===== config.mk =====
export PLATFORM = sky130hd
export DESIGN_NAME = echo_range_bar_graph_unit
export DESIGN_NICKNAME = d
export VERILOG_FILES = /design/src/design/erbg_pkg.sv /design/src/design/erbg_pulse.sv /design/src/design/erbg_scale.sv /design/src/design/erbg_bar.sv /design/src/design/echo_range_bar_graph_unit.sv
export SDC_FILE = /design/constraint.sdc
export NUM_CORES = 1
export LEC_CHECK = 0
export BUFFER_PORTS_ARGS = -buffer_cell sky130_fd_sc_hd__buf_2
export CAP_MARGIN = 20
export CORE_MARGIN = 5
export CORE_UTILIZATION = 55
export CTS_BUF_LIST = sky130_fd_sc_hd__clkbuf_16
export DETAILED_ROUTE_END_ITERATION = 8
export HOLD_SLACK_MARGIN = 0.03
export PLACE_DENSITY = 0.79
export SYNTH_ARGS = -nofsm -noshare
export SYNTH_HDL_FRONTEND = slang
export SYNTH_HIERARCHICAL = 1
export SYNTH_SLANG_ARGS = --single-unit

===== constraint.sdc =====
create_clock -name aclk -period 15.2 [get_ports aclk]
set_clock_uncertainty 0.05 [all_clocks]
set_input_delay 0.76 -clock aclk [delete_from_list [all_inputs] [get_ports aclk]]
set_output_delay 0.76 -clock aclk [all_outputs]
set_load 0.03 [all_outputs]

===== src/design/erbg_pkg.sv =====
// erbg_pkg: types, fixed-point constants and stage structs for the echo
// ranging bar graph unit; used by every module in design/, depends on nothing

package erbg_pkg;

    // edge kind carried in req_type
    typedef enum logic {
        EDGE_RISE = 1'b0,
        EDGE_FALL = 1'b1
    } edge_kind_t;

    typedef struct packed {
        logic        req_type;
        logic [31:0] timestamp_us;
    } erbg_in_t;

    typedef struct packed {
        logic [15:0] distance_centi;
        logic [7:0]  progress_percent;
        logic [4:0]  leds_lit;
        logic [15:0] bar_mask;
    } erbg_out_t;

    // pulse stage to scale stage
    typedef struct packed {
        logic        valid;
        logic [15:0] distance;
    } erbg_dist_t;

    // scale stage to bar stage
    typedef struct packed {
        logic        valid;
        logic [15:0] distance;
        logic [7:0]  progress;
    } erbg_prog_t;

    localparam int LED_COUNT_DEFAULT = 16;

    // distance = floor(width * 343 / 200), exact for width below the saturation point
    localparam logic [23:0] DIST_RECIP   = 24'd14386463;
    localparam int          DIST_SHIFT   = 23;
    localparam logic [31:0] WIDTH_SAT    = 32'd38214;
    localparam logic [15:0] DIST_MAX     = 16'hFFFF;

    localparam logic [15:0] MIN_DIST_RESET = 16'd500;

    // progress = floor(distance / 10), capped
    localparam logic [15:0] TENTH_RECIP   = 16'd52429;
    localparam int          TENTH_SHIFT   = 19;
    localparam logic [15:0] PROG_SAT_DIST = 16'd2010;
    localparam logic [7:0]  PROGRESS_CAP  = 8'd200;

    // leds = floor(progress * LED_COUNT / 200)
    localparam int LED_RECIP = 5243;
    localparam int LED_SHIFT = 20;

endpackage


===== src/design/erbg_pulse.sv =====
// erbg_pulse: edge intake, pulse start state and width-to-distance stage
// depends on erbg_pkg

module erbg_pulse
    import erbg_pkg::*;
(
    input  logic       aclk,
    input  logic       aresetn,
    input  logic       s_valid,
    output logic       s_ready,
    input  erbg_in_t   s_data,
    input  logic       ready_dn,
    output erbg_dist_t dist_o
);

    logic        start_seen_reg;
    logic [31:0] start_time_reg;
    logic        valid_reg;
    logic [15:0] distance_reg;

    logic        accept;
    logic        is_rise;
    logic [31:0] width;
    logic        sat;
    logic [39:0] dist_prod;
    logic [15:0] distance_next;

    assign s_ready = !valid_reg || ready_dn;
    assign accept  = s_valid && s_ready;
    assign is_rise = (s_data.req_type == EDGE_RISE);

    // width wraps modulo 2^32
    assign width     = s_data.timestamp_us - start_time_reg;
    assign sat       = (width >= WIDTH_SAT);
    assign dist_prod = 40'(width[15:0]) * 40'(DIST_RECIP);
    assign distance_next = sat ? DIST_MAX : dist_prod[DIST_SHIFT +: 16];

    always_ff @(posedge aclk) begin
        if (!aresetn) begin
            start_seen_reg <= 1'b0;
            start_time_reg <= 32'd0;
            valid_reg      <= 1'b0;
        end else begin
            if (accept && is_rise) begin
                start_seen_reg <= 1'b1;
                start_time_reg <= s_data.timestamp_us;
            end
            // a falling edge before any start gives nothing
            if (s_ready) begin
                valid_reg <= accept && !is_rise && start_seen_reg;
            end
        end
    end

    always_ff @(posedge aclk) begin
        if (accept) begin
            distance_reg <= distance_next;
        end
    end

    assign dist_o.valid    = valid_reg;
    assign dist_o.distance = distance_reg;

endmodule


===== src/design/erbg_scale.sv =====
// erbg_scale: minimum distance register, near-range blanking and progress stage
// depends on erbg_pkg

module erbg_scale
    import erbg_pkg::*;
(
    input  logic        aclk,
    input  logic        aresetn,
    input  logic        cfg_wr_en,
    input  logic [15:0] cfg_wr_data,
    input  erbg_dist_t  dist_i,
    output logic        ready_up,
    input  logic        ready_dn,
    output erbg_prog_t  prog_o
);

    logic [15:0] min_dist_reg;
    logic        valid_reg;
    logic [15:0] distance_reg;
    logic [7:0]  progress_reg;

    logic [15:0] dist_m;
    logic [26:0] tenth_prod;
    logic [7:0]  progress_next;

    assign ready_up = !valid_reg || ready_dn;

    assign dist_m        = (dist_i.distance <= min_dist_reg) ? 16'd0 : dist_i.distance;
    assign tenth_prod    = 27'(dist_m[10:0]) * 27'(TENTH_RECIP);
    assign progress_next = (dist_m >= PROG_SAT_DIST) ? PROGRESS_CAP
                                                     : tenth_prod[TENTH_SHIFT +: 8];

    always_ff @(posedge aclk) begin
        if (!aresetn) begin
            min_dist_reg <= MIN_DIST_RESET;
            valid_reg    <= 1'b0;
        end else begin
            if (cfg_wr_en) begin
                min_dist_reg <= cfg_wr_data;
            end
            if (ready_up) begin
                valid_reg <= dist_i.valid;
            end
        end
    end

    always_ff @(posedge aclk) begin
        if (ready_up && dist_i.valid) begin
            distance_reg <= dist_m;
            progress_reg <= progress_next;
        end
    end

    assign prog_o.valid    = valid_reg;
    assign prog_o.distance = distance_reg;
    assign prog_o.progress = progress_reg;

endmodule


===== src/design/erbg_bar.sv =====
// erbg_bar: led count, bar mask and the result register
// depends on erbg_pkg

module erbg_bar
    import erbg_pkg::*;
#(
    parameter int LED_COUNT = LED_COUNT_DEFAULT
)
(
    input  logic       aclk,
    input  logic       aresetn,
    input  erbg_prog_t prog_i,
    output logic       ready_up,
    output logic       m_valid,
    input  logic       m_ready,
    output erbg_out_t  m_data
);

    localparam int LedMul = LED_COUNT * LED_RECIP;
    localparam int MulW   = $clog2(LedMul + 1);
    localparam int ProdW  = MulW + 9;
    localparam int LedW   = $clog2(LED_COUNT + 1);

    logic             m_valid_reg;
    erbg_out_t        m_data_reg;

    logic [ProdW-1:0] led_prod;
    logic [LedW-1:0]  leds;
    logic [6:0]       leds7;
    logic [15:0]      mask;

    assign ready_up = !m_valid_reg || m_ready;

    assign led_prod = ProdW'(prog_i.progress) * ProdW'(LedMul);
    assign leds     = led_prod[LED_SHIFT +: LedW];
    assign leds7    = 7'(leds);

    always_comb begin
        for (int i = 0; i < 16; i++) begin
            mask[i] = (leds7 > 7'(i));
        end
    end

    always_ff @(posedge aclk) begin
        if (!aresetn) begin
            m_valid_reg <= 1'b0;
        end else if (ready_up) begin
            m_valid_reg <= prog_i.valid;
        end
    end

    always_ff @(posedge aclk) begin
        if (ready_up && prog_i.valid) begin
            m_data_reg.distance_centi   <= prog_i.distance;
            m_data_reg.progress_percent <= prog_i.progress;
            m_data_reg.leds_lit         <= leds7[4:0];
            m_data_reg.bar_mask         <= mask;
        end
    end

    assign m_valid = m_valid_reg;
    assign m_data  = m_data_reg;

endmodule


===== src/design/echo_range_bar_graph_unit.sv =====
// echo_range_bar_graph_unit: top level, three register stages from echo edge to bar graph
// depends on erbg_pkg, erbg_pulse, erbg_scale, erbg_bar
//
// usage:
//   s_ channel takes echo edge events (rising or falling, with a microsecond
//   timestamp). a rising edge stores the pulse start; a falling edge after a
//   start yields one result on the m_ channel: distance in hundredths of a cm,
//   progress percent, lit led count and bar mask. other edges yield nothing.
//   cfg_wr_en/cfg_wr_data write the minimum distance (reset 500); distances at
//   or below it read as zero. write it only while the pipeline is empty.
// timing:
//   one transfer per cycle on s_ while m_ is taken every cycle. an input
//   transfer reaches m_ through one register after each of the three constant
//   multiplies (width to distance, distance to percent, percent to led count);
//   m_valid rises once the last of these registers is loaded.
// reset:
//   aresetn low clears the start state, all stage valids and restores the
//   minimum distance register.
// stall:
//   when m_ready is low the result holds; the stages fill behind it and
//   s_ready drops once all three are occupied.

module echo_range_bar_graph_unit
    import erbg_pkg::*;
#(
    parameter int LED_COUNT = LED_COUNT_DEFAULT
)
(
    input  logic        aclk,
    input  logic        aresetn,
    input  logic        s_valid,
    output logic        s_ready,
    input  erbg_in_t    s_data,
    output logic        m_valid,
    input  logic        m_ready,
    output erbg_out_t   m_data,
    input  logic        cfg_wr_en,
    input  logic [15:0] cfg_wr_data
);

    erbg_dist_t dist_s;
    erbg_prog_t prog_s;
    logic       scale_ready;
    logic       bar_ready;

    erbg_pulse u_pulse (
        .aclk     (aclk),
        .aresetn  (aresetn),
        .s_valid  (s_valid),
        .s_ready  (s_ready),
        .s_data   (s_data),
        .ready_dn (scale_ready),
        .dist_o   (dist_s)
    );

    erbg_scale u_scale (
        .aclk        (aclk),
        .aresetn     (aresetn),
        .cfg_wr_en   (cfg_wr_en),
        .cfg_wr_data (cfg_wr_data),
        .dist_i      (dist_s),
        .ready_up    (scale_ready),
        .ready_dn    (bar_ready),
        .prog_o      (prog_s)
    );

    erbg_bar #(
        .LED_COUNT (LED_COUNT)
    ) u_bar (
        .aclk     (aclk),
        .aresetn  (aresetn),
        .prog_i   (prog_s),
        .ready_up (bar_ready),
        .m_valid  (m_valid),
        .m_ready  (m_ready),
        .m_data   (m_data)
    );

endmodule


# --- After elaboration in Yosys (flattened, before gate mapping) ---
# Index checks and enable logic that the tools add are counted.
classes:
  reduce_logical: 12
  n_eq_ne: 0
  bitwise_logic: 1
  n_mul: 3
  add_sub_neg: 1
  n_div: 0
  shift: 0
  n_lt_le_gt_ge: 19
  mux: 1
ops:
  columns: ["cell", "n"]
  rows:
  - ["5-bit by 4-bit > comparator with 1-bit output, second input constant", 8]
  - ["16-bit by 24-bit multiplier with 39-bit output, second input constant", 1]
  - ["32-bit by 16-bit greater-or-equal comparator with 1-bit output, second input constant", 1]
  - ["32-bit subtractor", 1]
  - ["11-bit by 16-bit multiplier with 27-bit output, second input constant", 1]
  - ["8-bit by 13-bit multiplier with 21-bit output, second input constant", 1]
  - ["5-bit by 3-bit > comparator with 1-bit output, second input constant", 4]
  - ["16-bit by 11-bit greater-or-equal comparator with 1-bit output, second input constant", 1]
  - ["16-bit <= comparator", 1]
  - ["16-bit two-way mux", 1]
  - ["5-bit by 1-bit > comparator with 1-bit output, second input constant", 2]
  - ["5-bit by 2-bit > comparator with 1-bit output, second input constant", 2]
  - ["1-bit logical AND", 6]
  - ["1-bit zero test", 3]
  - ["1-bit logical OR", 3]
  - ["1-bit NOT", 1]
word_totals:
  register_bits: 137
  latch_bits: 0
  mem_bits_ro: 0
  elab_cells: 50
  memories: 0
  out_inout_bits: 47
  mem_bits_rw: 0
  inputBits: 54

# --- Depth between registers and ports, before layout ---
logic_depth:
  depth_word: 7
  depth_mapped: 32
  ltp_nobuf: 32

# --- By module ---
# Netlist, hierarchy kept.
modules_own_cells:
  columns: ["module", "cells_each", "n_inst", "area_per_inst_um2", "seq_area_each_um2"]
  rows:
  - ["erbg_pulse", 1136, 1, 10168.5, 1161.1]
  - ["erbg_scale", 454, 1, 4464.3, 1061.0]
  - ["erbg_bar", 252, 1, 3210.6, 1371.3]

# --- Worst setup path after synthesis ---
# No wires, ideal clock.
synth_timing:
  path_type: "input to register"
  start: "input s_data[8] (netlist bit)"
  end: "register u_pulse.distance_reg[9] (data pin)"
  slack_ns: 6.795
  setup_ns: 0.254
  path_buffers: 0
  required_ns: 14.896
  path_stages: 29
  arrival_ns: 8.101
  path_cell_list: "ha_1 -> and3_1 -> o2111a_1 -> a31oi_2 -> a21oi_1 -> or2_2 -> xor2_1 -> inv_1 -> fa_1 -> inv_1 -> fa_1 -> fa_1 -> fa_1 -> inv_1 -> fa_1 -> inv_1 -> fa_1 -> inv_1 -> ha_1 -> a221oi_1 -> o21ai_0 -> nand2_1 -> nand3_1 -> or2_2 -> a221o_1 -> a221oi_1 -> o21bai_1 -> a211o_1 -> a21o_1"
synth_between:
  elab_chain_cells: 2
  word_cells_on_any_way: 3
  classes_between: "add/sub (1); mul (1); order compare (1)"
synth_rtl:
  columns: ["item", "line", "rtl"]
  rows:
  - ["from (decl)", "echo_range_bar_graph_unit.sv:33", "input erbg_in_t s_data,"]
  - ["32-bit subtractor (*)", "erbg_pulse.sv:33", "assign width = s_data.timestamp_us - start_time_reg;"]
  - ["16-bit by 24-bit multiplier with 39-bit output / 32-bit by 16-bit greater-or-equal comparator with 1-bit output (equally long branches)", "erbg_pulse.sv:35, erbg_pulse.sv:34", null]
  - ["to (signal assigned)", "erbg_pulse.sv:57", "distance_reg <= distance_next;"]
  - ["to (decl)", "erbg_pulse.sv:19", "logic [15:0] distance_reg;"]
# Every way passes the cells marked *; elsewhere a longest branch is shown, timed or not.
# A chain may end at the register's enable or synchronous reset.

# --- Final worst setup path ---
layout_timing:
  start: "input s_data[8] (netlist bit)"
  end: "register u_pulse.distance_reg[14] (data pin)"
# Same word-level chain as after synthesis.

==> run_results.csv <==
group,metric,value,unit
routing,vias,13040,
setup_path,critPathLaunch,"s_data[8]",
floorplanning,fp.dieW,190.1,um
timing,rsz0062_at_grt,"false",
floorplanning,core_area,32290,sq um
layout,area_growth,8.765,%
setup_path,worstReg2RegEnd,"u_pulse/distance_reg[14]",
cts,clock-sinks,137,
logic_synthesis,synth-edff-count,85,
floorplanning,start_util,55.26,%
routing,wl_per_cell,16.78,um
timing,period_share,60.17,%
cts,clock_path_buffers,2,
floorplanning,ios,101,
grt,grt_max_degree,53,
grt,grtUsageTotal,22.84,%
logic_synthesis,yosysSeqAreaShare,20.14,%
setup_path,slowest_delay,0.68,ns
routing,detail-route-antenna-nets,0,
routing,drt_iter0_markers,740,
grt,antenna_found_initial,1,
setup_path,critPathSlowestCell,"xor2_1",
cts,clk_latency,0.45,ns
timing,max-slew-margin-rel,26.46,%
cts,path_clk_slew,0.07,ns
worst_hold_path,hp-class,"reg2reg",
setup_path,cpMostUsedCell,"fa_1",
cts,h-tree-depth,4,
setup_path,start_kind,"input port",
layout,antenna_cells,0,
logic_synthesis,avgSynthCellArea,9.687,sq um
status,status,"completed",
floorplanning,row_count,66,
logic_synthesis,synth_cell_type_count,88,
cts,cts_setup_buffers,0,
grt,overflow,0,
logic_synthesis,syn_nets,2427,
cts,cts_root_buf,"clkbuf_16",
logic_synthesis,synthFlopType,"edfxtp_1",
routing,firstDrtPassIters,5,
layout,largest_register_ffs,45,
timing,period_minus_slack,9.146,ns
cts,cts_tree,"yes",
routing,route.detailed.drc,0,
setup_path,cp_top_family,"adder cells",
setup_path,arrival,9.29,ns
layout,fillers,2702,
logic_synthesis,yosys_warnings,6,
timing,worst_pin_slew,1.103,ns
setup_path,r2r_start,"u_pulse/start_time_reg[8]",
timing,fmax,109.3,MHz
timing,tns,0,ns
grt,grt_pass1_wl,66380,um
setup_path,required,15.34,ns
layout,layout-drive-gt1-share,8.839,%
routing,routed_wl,40060,um
logic_synthesis,syn_area,17840,sq um
logic_synthesis,synth_top_cells_by_area,"ha_1, fa_1, edfxtp_1, inv_1, dfxtp_1",
logic_synthesis,syn_inst,1842,
logic_synthesis,synthArstFlopShare,0,%
grt,grt_pass1_vias,13640,
run,maxCapViolCount,0,
worst_hold_path,min-delay-start,"u_scale/distance_reg[0]",
cts,cts_hold_buf,0,
setup_path,rrSetupSlack,6.13,ns
layout,nets,2518,
logic_synthesis,synth_top_area_cell,"ha_1",
timing,hold_violations,0,
logic_synthesis,ys_ff_latch,137,
setup_path,path_max_fanout,8,
routing,routed_via_density,5.462,
cts,cts-resized-gates,0,
setup_path,critPathKind,"in2reg",
cts,cts_buffers,17,
worst_hold_path,hold_path_depth,0,
floorplanning,dieArea,36140,sq um
place,gp_congestion,0.9829,
logic_synthesis,synth_top_area_share,23.63,%
timing,setup_viol,0,
setup_path,crit_buf_inv,6,
place,hpwl,33620,um
setup_path,crit_path_end_kind,"flip-flop",
timing,slew_viol_final,0,
worst_hold_path,hold_end,"u_bar/m_data[29]",
floorplanning,die_y,190.1,um
place,io_buffers,100,
setup_path,r2r_cells,30,
[per-layer routing]
layer	global-route usage, %	vias to the layer above	routed length [um]
li1	-	6297	-
met1	29.40	6388	17480
met2	39.75	308	19690
met3	3.853	50	1986
met4	6.650	0	909
met5	0	-	0
[worst max-delay path by stage]
stage | to | cells past startpoint
floorplan | u_pulse/distance_reg[9] | 29
global placement | u_pulse/distance_reg[15] | 30
detailed placement | u_pulse/distance_reg[15] | 30
CTS | u_pulse/distance_reg[15] | 30
global route | u_pulse/distance_reg[15] | 30
finish | u_pulse/distance_reg[14] | 30
[synth_stat cells (all sizes together), types with 3 or more instances]
library cell and number:
nand3b 3, o31ai 5, o21bai 7, o2111ai 5, or4 6, nand3 27
nand4 17, mux2i 19, edfxtp 85, a211o 3, xnor2 27, and2 19
nor4 7, buf 11, nor2 43, a21boi 38, inv 423, a31o 3
o211ai 15, or3 8, xor2 16, o2bb2ai 3, nor3b 4, clkbuf 19
nor2b 17, and3 9, o21a 12, nor3 17, a41oi 3, nand2b 20
a21o 26, or2 8, dfxtp 52, o21ai 52, nand2 148, a211oi 13
o32ai 3, a31oi 11, a221oi 5, fa 194, a21oi 71, ha 337
[metrics by stage]
stage	utilization, %	instance area [sq um]	std cells	hold WS, ns	setup slack, ns
global placement	58.16	18780	2355	0.3512	5.901
global route	60.11	19410	2388	0.3759	5.598
finish	60.11	19410	2388	0.3690	6.054
detailed placement	58.21	18790	2356	0.3556	5.710
floorplan	-	17840	1842	0.3503	6.795
CTS	60.11	19410	2388	0.3708	6.186
[cell type report]
| class | count | area (sq um) | area share [%] |
|---|---|---|---|
| inverter | 424 | 1592 | 8.201 |
| multi-input combinational | 1251 | 12530 | 64.58 |
| clock inverter | 13 | 137.6 | 0.7092 |
| clock buffer | 19 | 475.5 | 2.450 |
| timing repair buffer | 102 | 523.0 | 2.695 |
| sequential | 137 | 3593 | 18.52 |
| tap | 442 | 553.0 | 2.850 |
[logic make-up after synthesis]
kind of cell	share of synthesized area [%]
flops	20.14
fa+ha+maj	45.40
compound gates	11.47
simple gates	10.02
mux	1.136
xor+xnor	2.195
buf+inv	9.642
[cell usage in the layout, fill, tap and decap left out, types with 6 or more instances in the layout]
| master | n |
|---|---|
| inv_1 | 421 |
| ha_1 | 337 |
| fa_1 | 194 |
| nand2_1 | 147 |
| buf_2 | 100 |
| edfxtp_1 | 85 |
| a21oi_1 | 69 |
| dfxtp_1 | 52 |
| o21ai_0 | 47 |
| nor2_1 | 43 |
| a21boi_0 | 38 |
| nand3_1 | 27 |
| a21o_1 | 26 |
| xnor2_1 | 26 |
| nand2b_1 | 20 |
| clkbuf_16 | 19 |
| mux2i_1 | 18 |
| and2_1 | 17 |
| nor3_1 | 17 |
| nor2b_1 | 16 |
| xor2_1 | 15 |
| nand4_1 | 15 |
| o211ai_1 | 14 |
| a211oi_1 | 12 |
| o21a_1 | 12 |
| a31oi_1 | 10 |
| or2_2 | 8 |
| or3_1 | 8 |
| and3_1 | 8 |
| nor4_1 | 7 |
| o21bai_1 | 6 |
| or4_1 | 6 |
Power is not shown: default switching activity piles up to over one toggle a cycle in this logic, so the estimate is an artifact.
